==> src/hdl/e2q_pkg.sv <==
// Shared types, constants and fixed-point helpers for the Euler XYZ to unit quaternion block.
// No dependencies; every other file refers to this package by scoped names.
package e2q_pkg;

	localparam int ANGLE_W = 16;
	localparam int QUAT_W = 16;
	localparam int TRIG_W = 34;
	localparam int CORDIC_STEPS = 30;
	localparam int HALF_SHIFT = 33 - ANGLE_W;
	localparam int FRAC_W = QUAT_W - 2;
	localparam int QUOT_W = QUAT_W - 1;
	localparam int NORM2_W = 64;
	localparam int NORM_W = 32;
	localparam int SQRT_STEPS = NORM2_W / 2;
	localparam int NUM_W = TRIG_W + FRAC_W;
	localparam int PROD_W = 2 * TRIG_W;

	localparam logic signed [TRIG_W-1:0] Q30_PI = 34'sd3373259426;
	localparam logic signed [TRIG_W-1:0] Q30_HALF_PI = 34'sd1686629713;
	localparam logic signed [TRIG_W-1:0] Q30_INV_GAIN = 34'sd652032874;
	localparam logic signed [PROD_W-1:0] Q30_ROUND = PROD_W'(64'sd536870912);
	localparam logic [QUOT_W-1:0] QUAT_ONE = QUOT_W'(1) << FRAC_W;
	localparam logic [NORM_W-1:0] NORM_MIN = NORM_W'(2);

	localparam logic signed [TRIG_W-1:0] ATAN_Q30 [CORDIC_STEPS] = '{
		34'sd843314857, 34'sd497837829, 34'sd263043837, 34'sd133525159, 34'sd67021687,
		34'sd33543516, 34'sd16775851, 34'sd8388437, 34'sd4194283, 34'sd2097149,
		34'sd1048576, 34'sd524288, 34'sd262144, 34'sd131072, 34'sd65536,
		34'sd32768, 34'sd16384, 34'sd8192, 34'sd4096, 34'sd2048,
		34'sd1024, 34'sd512, 34'sd256, 34'sd128, 34'sd64,
		34'sd32, 34'sd16, 34'sd8, 34'sd4, 34'sd2
	};

	typedef struct packed {
		logic signed [TRIG_W-1:0] w;
		logic signed [TRIG_W-1:0] x;
		logic signed [TRIG_W-1:0] y;
		logic signed [TRIG_W-1:0] z;
	} quat_t;

	typedef struct packed {
		logic valid;
		logic neg;
		logic tiny;
	} div_ctl_t;

	function automatic logic signed [TRIG_W-1:0] mul_q30(
		input logic signed [TRIG_W-1:0] a,
		input logic signed [TRIG_W-1:0] b
	);
		logic signed [PROD_W-1:0] p;
		p = PROD_W'(a) * PROD_W'(b);
		p = p + Q30_ROUND;
		return p[TRIG_W+29:30];
	endfunction

endpackage

==> src/hdl/e2q_div.sv <==
// One restoring-division lane: rounded numerator over the norm, one quotient bit per stage.
// Depends on e2q_pkg; side bits travel with the data.
module e2q_div (
	input  logic                              clk,
	input  logic                              arst_n,
	input  logic                              en,
	input  e2q_pkg::div_ctl_t                 in_ctl,
	input  logic [e2q_pkg::NUM_W-1:0]         numer,
	input  logic [e2q_pkg::NORM_W-1:0]        norm,
	output e2q_pkg::div_ctl_t                 out_ctl,
	output logic [e2q_pkg::QUOT_W-1:0]        quot
);

	localparam int N = e2q_pkg::QUOT_W;
	localparam int W = e2q_pkg::NUM_W;

	logic [W-1:0] rem_s [0:N];
	logic [e2q_pkg::NORM_W-1:0] d_s [0:N];
	logic [N-1:0] q_s [0:N];
	e2q_pkg::div_ctl_t c_s [0:N];

	assign rem_s[0] = numer;
	assign d_s[0] = norm;
	assign q_s[0] = '0;
	assign c_s[0] = in_ctl;

	for (genvar k = 0; k < N; k++) begin : g_bit
		logic [W-1:0] dsh;
		assign dsh = W'(d_s[k]) << (N - 1 - k);

		always_ff @(posedge clk or negedge arst_n) begin
			if (!arst_n) begin
				c_s[k+1] <= '0;
			end else if (en) begin
				c_s[k+1] <= c_s[k];
			end
		end

		always_ff @(posedge clk) begin
			if (en) begin
				d_s[k+1] <= d_s[k];
				if (rem_s[k] >= dsh) begin
					rem_s[k+1] <= rem_s[k] - dsh;
					q_s[k+1] <= {q_s[k][N-2:0], 1'b1};
				end else begin
					rem_s[k+1] <= rem_s[k];
					q_s[k+1] <= {q_s[k][N-2:0], 1'b0};
				end
			end
		end
	end

	assign out_ctl = c_s[N];
	assign quot = q_s[N];

endmodule

==> config.mk <==
export PLATFORM = sky130hd
export DESIGN_NAME = e2q_div
export DESIGN_NICKNAME = d
export VERILOG_FILES = /design/src/hdl/e2q_pkg.sv /design/src/hdl/e2q_div.sv
export SDC_FILE = /design/constraint.sdc
export NUM_CORES = 2
export LEC_CHECK = 0
export BUFFER_PORTS_ARGS = -buffer_cell sky130_fd_sc_hd__buf_2
export CORE_ASPECT_RATIO = 1.75
export CORE_UTILIZATION = 35
export DETAILED_ROUTE_END_ITERATION = 8
export PLACE_DENSITY = 0.55
export SYNTH_ARGS = -nofsm -noshare
export SYNTH_HDL_FRONTEND = slang
export SYNTH_SLANG_ARGS = --single-unit
==> constraint.sdc <==
create_clock -name clk -period 7.55 [get_ports clk]
set_input_delay 1.51 -clock clk [delete_from_list [all_inputs] [get_ports clk]]
set_output_delay 1.51 -clock clk [all_outputs]
set_load 0.05 [all_outputs]
Word level (Yosys, flattened, before mapping)

Index checks and enable logic that the tools add are counted.

ROM bits: 0
Memories: 0
Bits of input ports: 86
Bits in registers: 1,285
Memory bits (writable): 0
Output and inout port bits: 18
Bits in latches: 0
Word-level logic and storage cells: 146

Shift-type cells: 0
Reduce and logical (&&, ||, !) cells: 0
Multipliers: 0
Div/mod/pow operators: 0
Multiplexer cells: 29
Order comparisons: 15
$add $sub $neg: 14
Bitwise gates (word level): 0
Eq/ne operators: 0

Operators with widths:

| cell                                         | number |
|---|---|
| two-way mux 48 bit                           | 14 |
| greater-or-equal comparator 48 x 32 -> 1 bit | 1 |
| greater-or-equal comparator 48 x 33 -> 1 bit | 1 |
| greater-or-equal comparator 48 x 34 -> 1 bit | 1 |
| greater-or-equal comparator 48 x 35 -> 1 bit | 1 |
| greater-or-equal comparator 48 x 36 -> 1 bit | 1 |
| greater-or-equal comparator 48 x 37 -> 1 bit | 1 |
| greater-or-equal comparator 48 x 38 -> 1 bit | 1 |
| greater-or-equal comparator 48 x 39 -> 1 bit | 1 |
| greater-or-equal comparator 48 x 40 -> 1 bit | 1 |
| greater-or-equal comparator 48 x 41 -> 1 bit | 1 |
| greater-or-equal comparator 48 x 42 -> 1 bit | 1 |
| greater-or-equal comparator 48 x 43 -> 1 bit | 1 |
| greater-or-equal comparator 48 x 44 -> 1 bit | 1 |
| greater-or-equal comparator 48 x 45 -> 1 bit | 1 |
| greater-or-equal comparator 48 x 46 -> 1 bit | 1 |
| subtractor 48 x 33 -> 48 bit                 | 1 |
| subtractor 48 x 34 -> 48 bit                 | 1 |
| subtractor 48 x 35 -> 48 bit                 | 1 |
| subtractor 48 x 36 -> 48 bit                 | 1 |
| subtractor 48 x 37 -> 48 bit                 | 1 |
| subtractor 48 x 38 -> 48 bit                 | 1 |
| subtractor 48 x 39 -> 48 bit                 | 1 |
| subtractor 48 x 40 -> 48 bit                 | 1 |
| other kinds (7)                              | 21 |

Logic depth before layout (Yosys ltp)

Word-level depth: 2
Mapped depth: 15
Mapped depth without buffers: 14

Worst setup path before layout

No wires, ideal clock.

Path kind: input-to-reg
Start: input norm[14] in the netlist's numbering
End: register rem_s[686] in the netlist's numbering, data pin
Data required time: 7.283 ns
Path buffers: 3
Data arrival time: 3.885 ns
Library setup time: 0.267 ns
Path slack: 3.398 ns
Stages on the path: 12
Cells stage by stage: inv_1 > ha_1 > clkbuf_1 > nand3_1 > nor3_1 > o21ai_0 > nand3_1 > a31oi_1 > o211ai_1 > clkbuf_1 > clkbuf_1 > a21oi_1

Longest elaborated chain between the ends: 2

RTL lines:

| element                                      | RTL line      | RTL |
|---|---|---|
| start, declared                              | e2q_div.sv:9  | `input logic [e2q_pkg::NORM_W-1:0] norm,` |
| greater-or-equal comparator 48 x 46 -> 1 bit | e2q_div.sv:42 | `if (rem_s[k] >= dsh) begin` |
| two-way mux 48 bit                           | e2q_div.sv:42 |  |
| end signal, assigned by index                | e2q_div.sv:43 | `rem_s[k+1] <= rem_s[k] - dsh;` |
| end signal, assigned by index                | e2q_div.sv:46 | `rem_s[k+1] <= rem_s[k];` |
| end, declared                                | e2q_div.sv:17 | `logic [W-1:0] rem_s [0:N];` |

No other way between the ends.
A chain may end at the register's enable or synchronous reset.

Worst setup path after layout

Start: register rem_s[589] in the netlist's numbering
End: register rem_s[543] in the netlist's numbering, data pin

Longest elaborated chain between the ends: 2
Elaborated cells between the ends (all ways): 3
Those cells by class: 1 x add/sub; 1 x order compare; 1 x mux

RTL lines:

| element                                                                                             | RTL line |
|---|---|
| subtractor 48 x 43 -> 48 bit / greater-or-equal comparator 48 x 43 -> 1 bit (equally long branches) | e2q_div.sv:43, e2q_div.sv:42 |
| two-way mux 48 bit *                                                                                | e2q_div.sv:42 |

Every way passes the cells marked *; elsewhere a longest branch is shown, timed or not.

==> impl_metrics.prom <==
# TYPE chip_impl_metric gauge
chip_impl_info{name="status",value="finished clean"} 1
chip_impl_metric{name="power_density",unit="mW/mm^2"} 380
chip_impl_info{name="dr.max_layer_used",value="met4"} 1
chip_impl_metric{name="grt_start_max_net_pins",unit=""} 216
chip_impl_metric{name="period_share",unit=""} 0.625
chip_impl_metric{name="floorplan.io_pins",unit=""} 104
chip_impl_metric{name="final.setup.tns",unit="ns"} 0
chip_impl_metric{name="ctsResizeCount",unit=""} 0
chip_impl_info{name="rr_endpoint",value="rem_s[543]"} 1
chip_impl_metric{name="clock_insertion_delay_worst_skew",unit="ns"} 0.82
chip_impl_metric{name="grt_pass1_vias",unit=""} 53200
chip_impl_metric{name="final_hold_viol_count",unit=""} 0
chip_impl_metric{name="cp.required",unit="ns"} 8.09
chip_impl_metric{name="synth_fp_nets",unit=""} 7402
chip_impl_metric{name="clk_transition_reported_paths",unit="ns"} 0.07
chip_impl_info{name="setup.worst_path.class",value="register to register"} 1
chip_impl_metric{name="synthDominantCellAreaShare",unit=""} 0.506
chip_impl_metric{name="finalSetupViolCount",unit=""} 0
chip_impl_metric{name="die_h",unit="um"} 608
chip_impl_metric{name="cts_hold_buffers",unit=""} 0
chip_impl_metric{name="design.core.area",unit="mm^2"} 0.209
chip_impl_metric{name="slew_viol_final",unit=""} 0
chip_impl_metric{name="timing.reg2reg.worst_path_depth",unit=""} 11
chip_impl_metric{name="detail_route.wirelength",unit="um"} 182000
chip_impl_info{name="synth_most_common_cell",value="edfxtp_1"} 1
chip_impl_metric{name="synth_sequential_area_ratio",unit=""} 0.522
chip_impl_metric{name="post_synth_fa_ha_maj_area_fraction",unit=""} 0.0855
chip_impl_metric{name="tritoncts.num_buffers",unit=""} 142
chip_impl_metric{name="grt_first_pass_wirelength",unit="um"} 281000
chip_impl_info{name="cts_tree",value="built"} 1
chip_impl_info{name="synth_flop_cell",value="edfxtp_1"} 1
chip_impl_metric{name="number_of_flops_mapped_to_enable_cells_by_yosys",unit=""} 1240
chip_impl_info{name="hp-start",value="q_s[138]"} 1
chip_impl_metric{name="drc_errors",unit=""} 0
chip_impl_metric{name="clk_path_buf_depth",unit=""} 4
chip_impl_info{name="yosys-top-cells-area",value="edfxtp_1 51%, ha_1 8.2%, a21oi_1 3.8%"} 1
chip_impl_metric{name="f_max",unit="GHz"} 0.212
chip_impl_metric{name="detail_route.wl_per_cell",unit="um"} 18.6
chip_impl_metric{name="critPathArrivalTime",unit="ns"} 5.26
chip_impl_info{name="setup_repair_after_global_routing_missed_its_margin",value="false"} 1
chip_impl_metric{name="synth-compound-area-share",unit=""} 0.158
chip_impl_info{name="holdPathEnd",value="q_s[124]"} 1
chip_impl_metric{name="buffer_ports.inserted",unit=""} 103
chip_impl_metric{name="post_synth.cell_area_avg",unit="um^2"} 10.8
chip_impl_metric{name="tightest_slew",unit="ns"} 1.22
chip_impl_metric{name="grtUsageTotal",unit=""} 0.169
chip_impl_info{name="synth_top_area_cell",value="edfxtp_1"} 1
chip_impl_metric{name="synth_simple_gate_area_share",unit=""} 0.110
chip_impl_metric{name="irDropWorstVdd",unit="V"} 0.000170
chip_impl_metric{name="fin_nets",unit=""} 7455
chip_impl_metric{name="std_cell_rows",unit=""} 222
chip_impl_metric{name="drv_cap",unit=""} 0
chip_impl_metric{name="leftover_overflow_at_the_end_of_global_routing",unit=""} 0
chip_impl_info{name="worst_reg2reg_startpoint",value="rem_s[589]"} 1
chip_impl_metric{name="flow.area_growth_from_synthesis",unit="%"} 10.9
chip_impl_metric{name="post-cts-setup-buffer-count",unit=""} 0
chip_impl_metric{name="post_route_cells_drive_above_1_share",unit=""} 0.0764
chip_impl_metric{name="number_of_filler_cells_placed_in_the_layout",unit=""} 20400
chip_impl_metric{name="synth_seq_cells",unit=""} 1285
chip_impl_metric{name="netlist-cell-type-count",unit=""} 93
chip_impl_metric{name="finalClockSkew",unit="ns"} 0.0647
chip_impl_metric{name="synth.mux.area_fraction",unit=""} 0.0211
chip_impl_metric{name="xor_xnor_fraction_of_synth_area",unit=""} 0.0581
chip_impl_metric{name="initial_utilization",unit=""} 0.352
chip_impl_info{name="crit_path_start_kind",value="register"} 1
chip_impl_metric{name="m1WireLength",unit="um"} 54700
chip_impl_metric{name="final_cells",unit=""} 9774
chip_impl_metric{name="route.met3.wl",unit="um"} 3980
chip_impl_metric{name="yosys_warnings",unit=""} 0
chip_impl_metric{name="first_drt_iteration_drcs",unit=""} 1597
chip_impl_metric{name="post-layout-total-power",unit="mW"} 31.0
chip_impl_info{name="yosys-top-cells-count",value="1240 x edfxtp_1, 618 x inv_1, 599 x nand2_1, 555 x a21oi_1, 507 x o21ai_0"} 1
chip_impl_metric{name="detailed_place_hpwl",unit="um"} 144000
chip_impl_metric{name="syn-cell-area",unit="mm^2"} 0.0735
chip_impl_info{name="synth_top_family_by_area",value="compound AO/OA/AOI/OAI gates"} 1
chip_impl_metric{name="die_x",unit="um"} 349
chip_impl_metric{name="htreeDepth",unit=""} 4
chip_impl_metric{name="routed-via-count",unit=""} 50300
chip_impl_metric{name="timing.max_slew.rel_slack",unit=""} 0.185
chip_impl_info{name="clockRootBuffer",value="clkbuf_16"} 1
chip_impl_metric{name="routed-wl-met2",unit="um"} 109000
chip_impl_metric{name="antenna_violations_before_repair",unit=""} 2
chip_impl_metric{name="floorplan.die_area",unit="mm^2"} 0.212
chip_impl_metric{name="via_density",unit=""} 5.14
chip_impl_metric{name="worstHoldPathCells",unit=""} 0
chip_impl_info{name="critical_path.endpoint_type",value="register"} 1
chip_impl_metric{name="globalplace.congestion",unit=""} 0.927
chip_impl_metric{name="layout_min_cycle_time",unit="ns"} 4.72
chip_impl_metric{name="dp_cells",unit=""} 9531
chip_impl_metric{name="finalHoldWorstSlack",unit="ns"} 0.405
chip_impl_metric{name="p_leak",unit="nW"} 31.9
chip_impl_metric{name="numClockSinks",unit=""} 1285
chip_impl_metric{name="timing.critical_path.fanout_max",unit=""} 31
chip_impl_metric{name="post_synth_inst_count",unit=""} 6822
chip_impl_metric{name="reg2reg_setup_slack",unit="ns"} 2.83
chip_impl_metric{name="fraction_of_registers_with_async_set_or_reset_after_synthesis",unit=""} 0.0350
chip_impl_metric{name="dr.pass1.iters",unit=""} 5
chip_impl_info{name="hold_path.class",value="register to register"} 1
chip_impl_metric{name="postRouteAntennaNets",unit=""} 0
## power by group
part	internal, mW	switching, mW	leakage (nW)
clock network	3.97	2.79	2.17
logic	5.23	7.73	17.2
registers	10.3	0.990	12.5
## critical path: stages, from the launching register on
cell and delay [ns]:
edfxtp_1 0.39, ha_1 0.35, nor4bb_1 0.29, nand4_1 0.13, nor4_1 0.48, nand4_1 0.30, o21ai_0 0.44, nor3_1 0.10
a2111o_1 0.45, a21oi_4 0.70, buf_4 0.44, mux2_2 0.38
## through the flow
stage | setup slack, ns | instance area, um^2 | utilization
2_1_floorplan | 3.40 | 73500 | -
3_3_place_gp | 2.59 | 77100 | 0.369
3_5_place_dp | 2.62 | 77100 | 0.369
4_1_cts | 2.86 | 81600 | 0.391
5_1_grt | 2.65 | 81600 | 0.391
6_report | 2.83 | 81600 | 0.391
## flip-flops by register name (all words and copies together), names as in the netlist
signal / flops
c_s: 42
out_ctl: 3
d_s: 448
q_s: 105
rem_s: 672
quot: 15
## cells by family after synthesis
group,Yosys count
XOR/XNOR,488
AND/OR/NAND/NOR,1680
flip-flops,1285
AO/OA/AOI/OAI,1872
multiplexers,139
adder cells (fa/ha/maj),494
buffers and inverters,864
## how the worst max path moves through the flow
| stage | startpoint | to | slack [ns] |
|---|---|---|---|
| 2_1_floorplan | norm[14] | rem_s[686] | 3.40 |
| 5_1_grt | d_s[416] | rem_s[595] | 2.65 |
| 3_3_place_gp | norm[4] | rem_s[713] | 2.59 |
| 6_report | rem_s[589] | rem_s[543] | 2.83 |
| 4_1_cts | rem_s[146] | rem_s[142] | 2.86 |
| 3_5_place_dp | norm[4] | rem_s[713] | 2.62 |
## layer usage
metal / global-route usage / vias to the layer above
li1: - / 25100
met1: 0.128 / 23700
met2: 0.370 / 905
met3: 0.0173 / 572
met4: 0.124 / 0
met5: 0 / -
## layout by cell type, fill, tap and decap left out, types with 17 or more instances in the layout
| master | Yosys | routed |
|---|---|---|
| a21o_1 | 262 | 262 |
| nand2_1 | 599 | 599 |
| mux2_2 | 131 | 131 |
| nand4_1 | 97 | 97 |
| clkinv_2 | 0 | 20 |
| xor2_1 | 214 | 214 |
| or3_1 | 33 | 33 |
| or4_1 | 26 | 26 |
| o31ai_1 | 46 | 46 |
| ha_1 | 480 | 480 |
| xnor2_1 | 274 | 274 |
| dfrtp_1 | 45 | 45 |
| a21boi_0 | 17 | 17 |
| a211oi_1 | 44 | 44 |
| nor2b_1 | 68 | 68 |
| nand2b_1 | 60 | 60 |
| clkbuf_16 | 0 | 148 |
| clkinv_1 | 1 | 34 |
| o21bai_1 | 75 | 75 |
| clkbuf_1 | 185 | 19 |
| buf_4 | 22 | 43 |
| nor4_1 | 57 | 56 |
| o21a_1 | 66 | 66 |
| buf_2 | 15 | 103 |
| a31oi_1 | 57 | 55 |
| nor3_1 | 103 | 102 |
| edfxtp_1 | 1240 | 1240 |
| o211ai_1 | 39 | 39 |
| o21ai_0 | 507 | 507 |
| nand3_1 | 107 | 107 |
| and2_1 | 22 | 22 |
| inv_1 | 618 | 618 |
| nor2_1 | 364 | 364 |
| and3_1 | 50 | 50 |
| a21oi_1 | 555 | 553 |
## final cells by class
cell class / count / area, um^2 / share of cell area
tap: 2800 / 3500 / 0.0429
multi-input combinational: 4673 / 31900 / 0.392
sequential: 1285 / 38400 / 0.470
inverter: 620 / 2330 / 0.0285
antenna: 1 / 2.50 / 0.0000307
clock inverter: 75 / 683 / 0.00837
timing repair buffer: 153 / 978 / 0.0120
clock buffer: 167 / 3770 / 0.0463
Power figures use the tool's default switching activity.
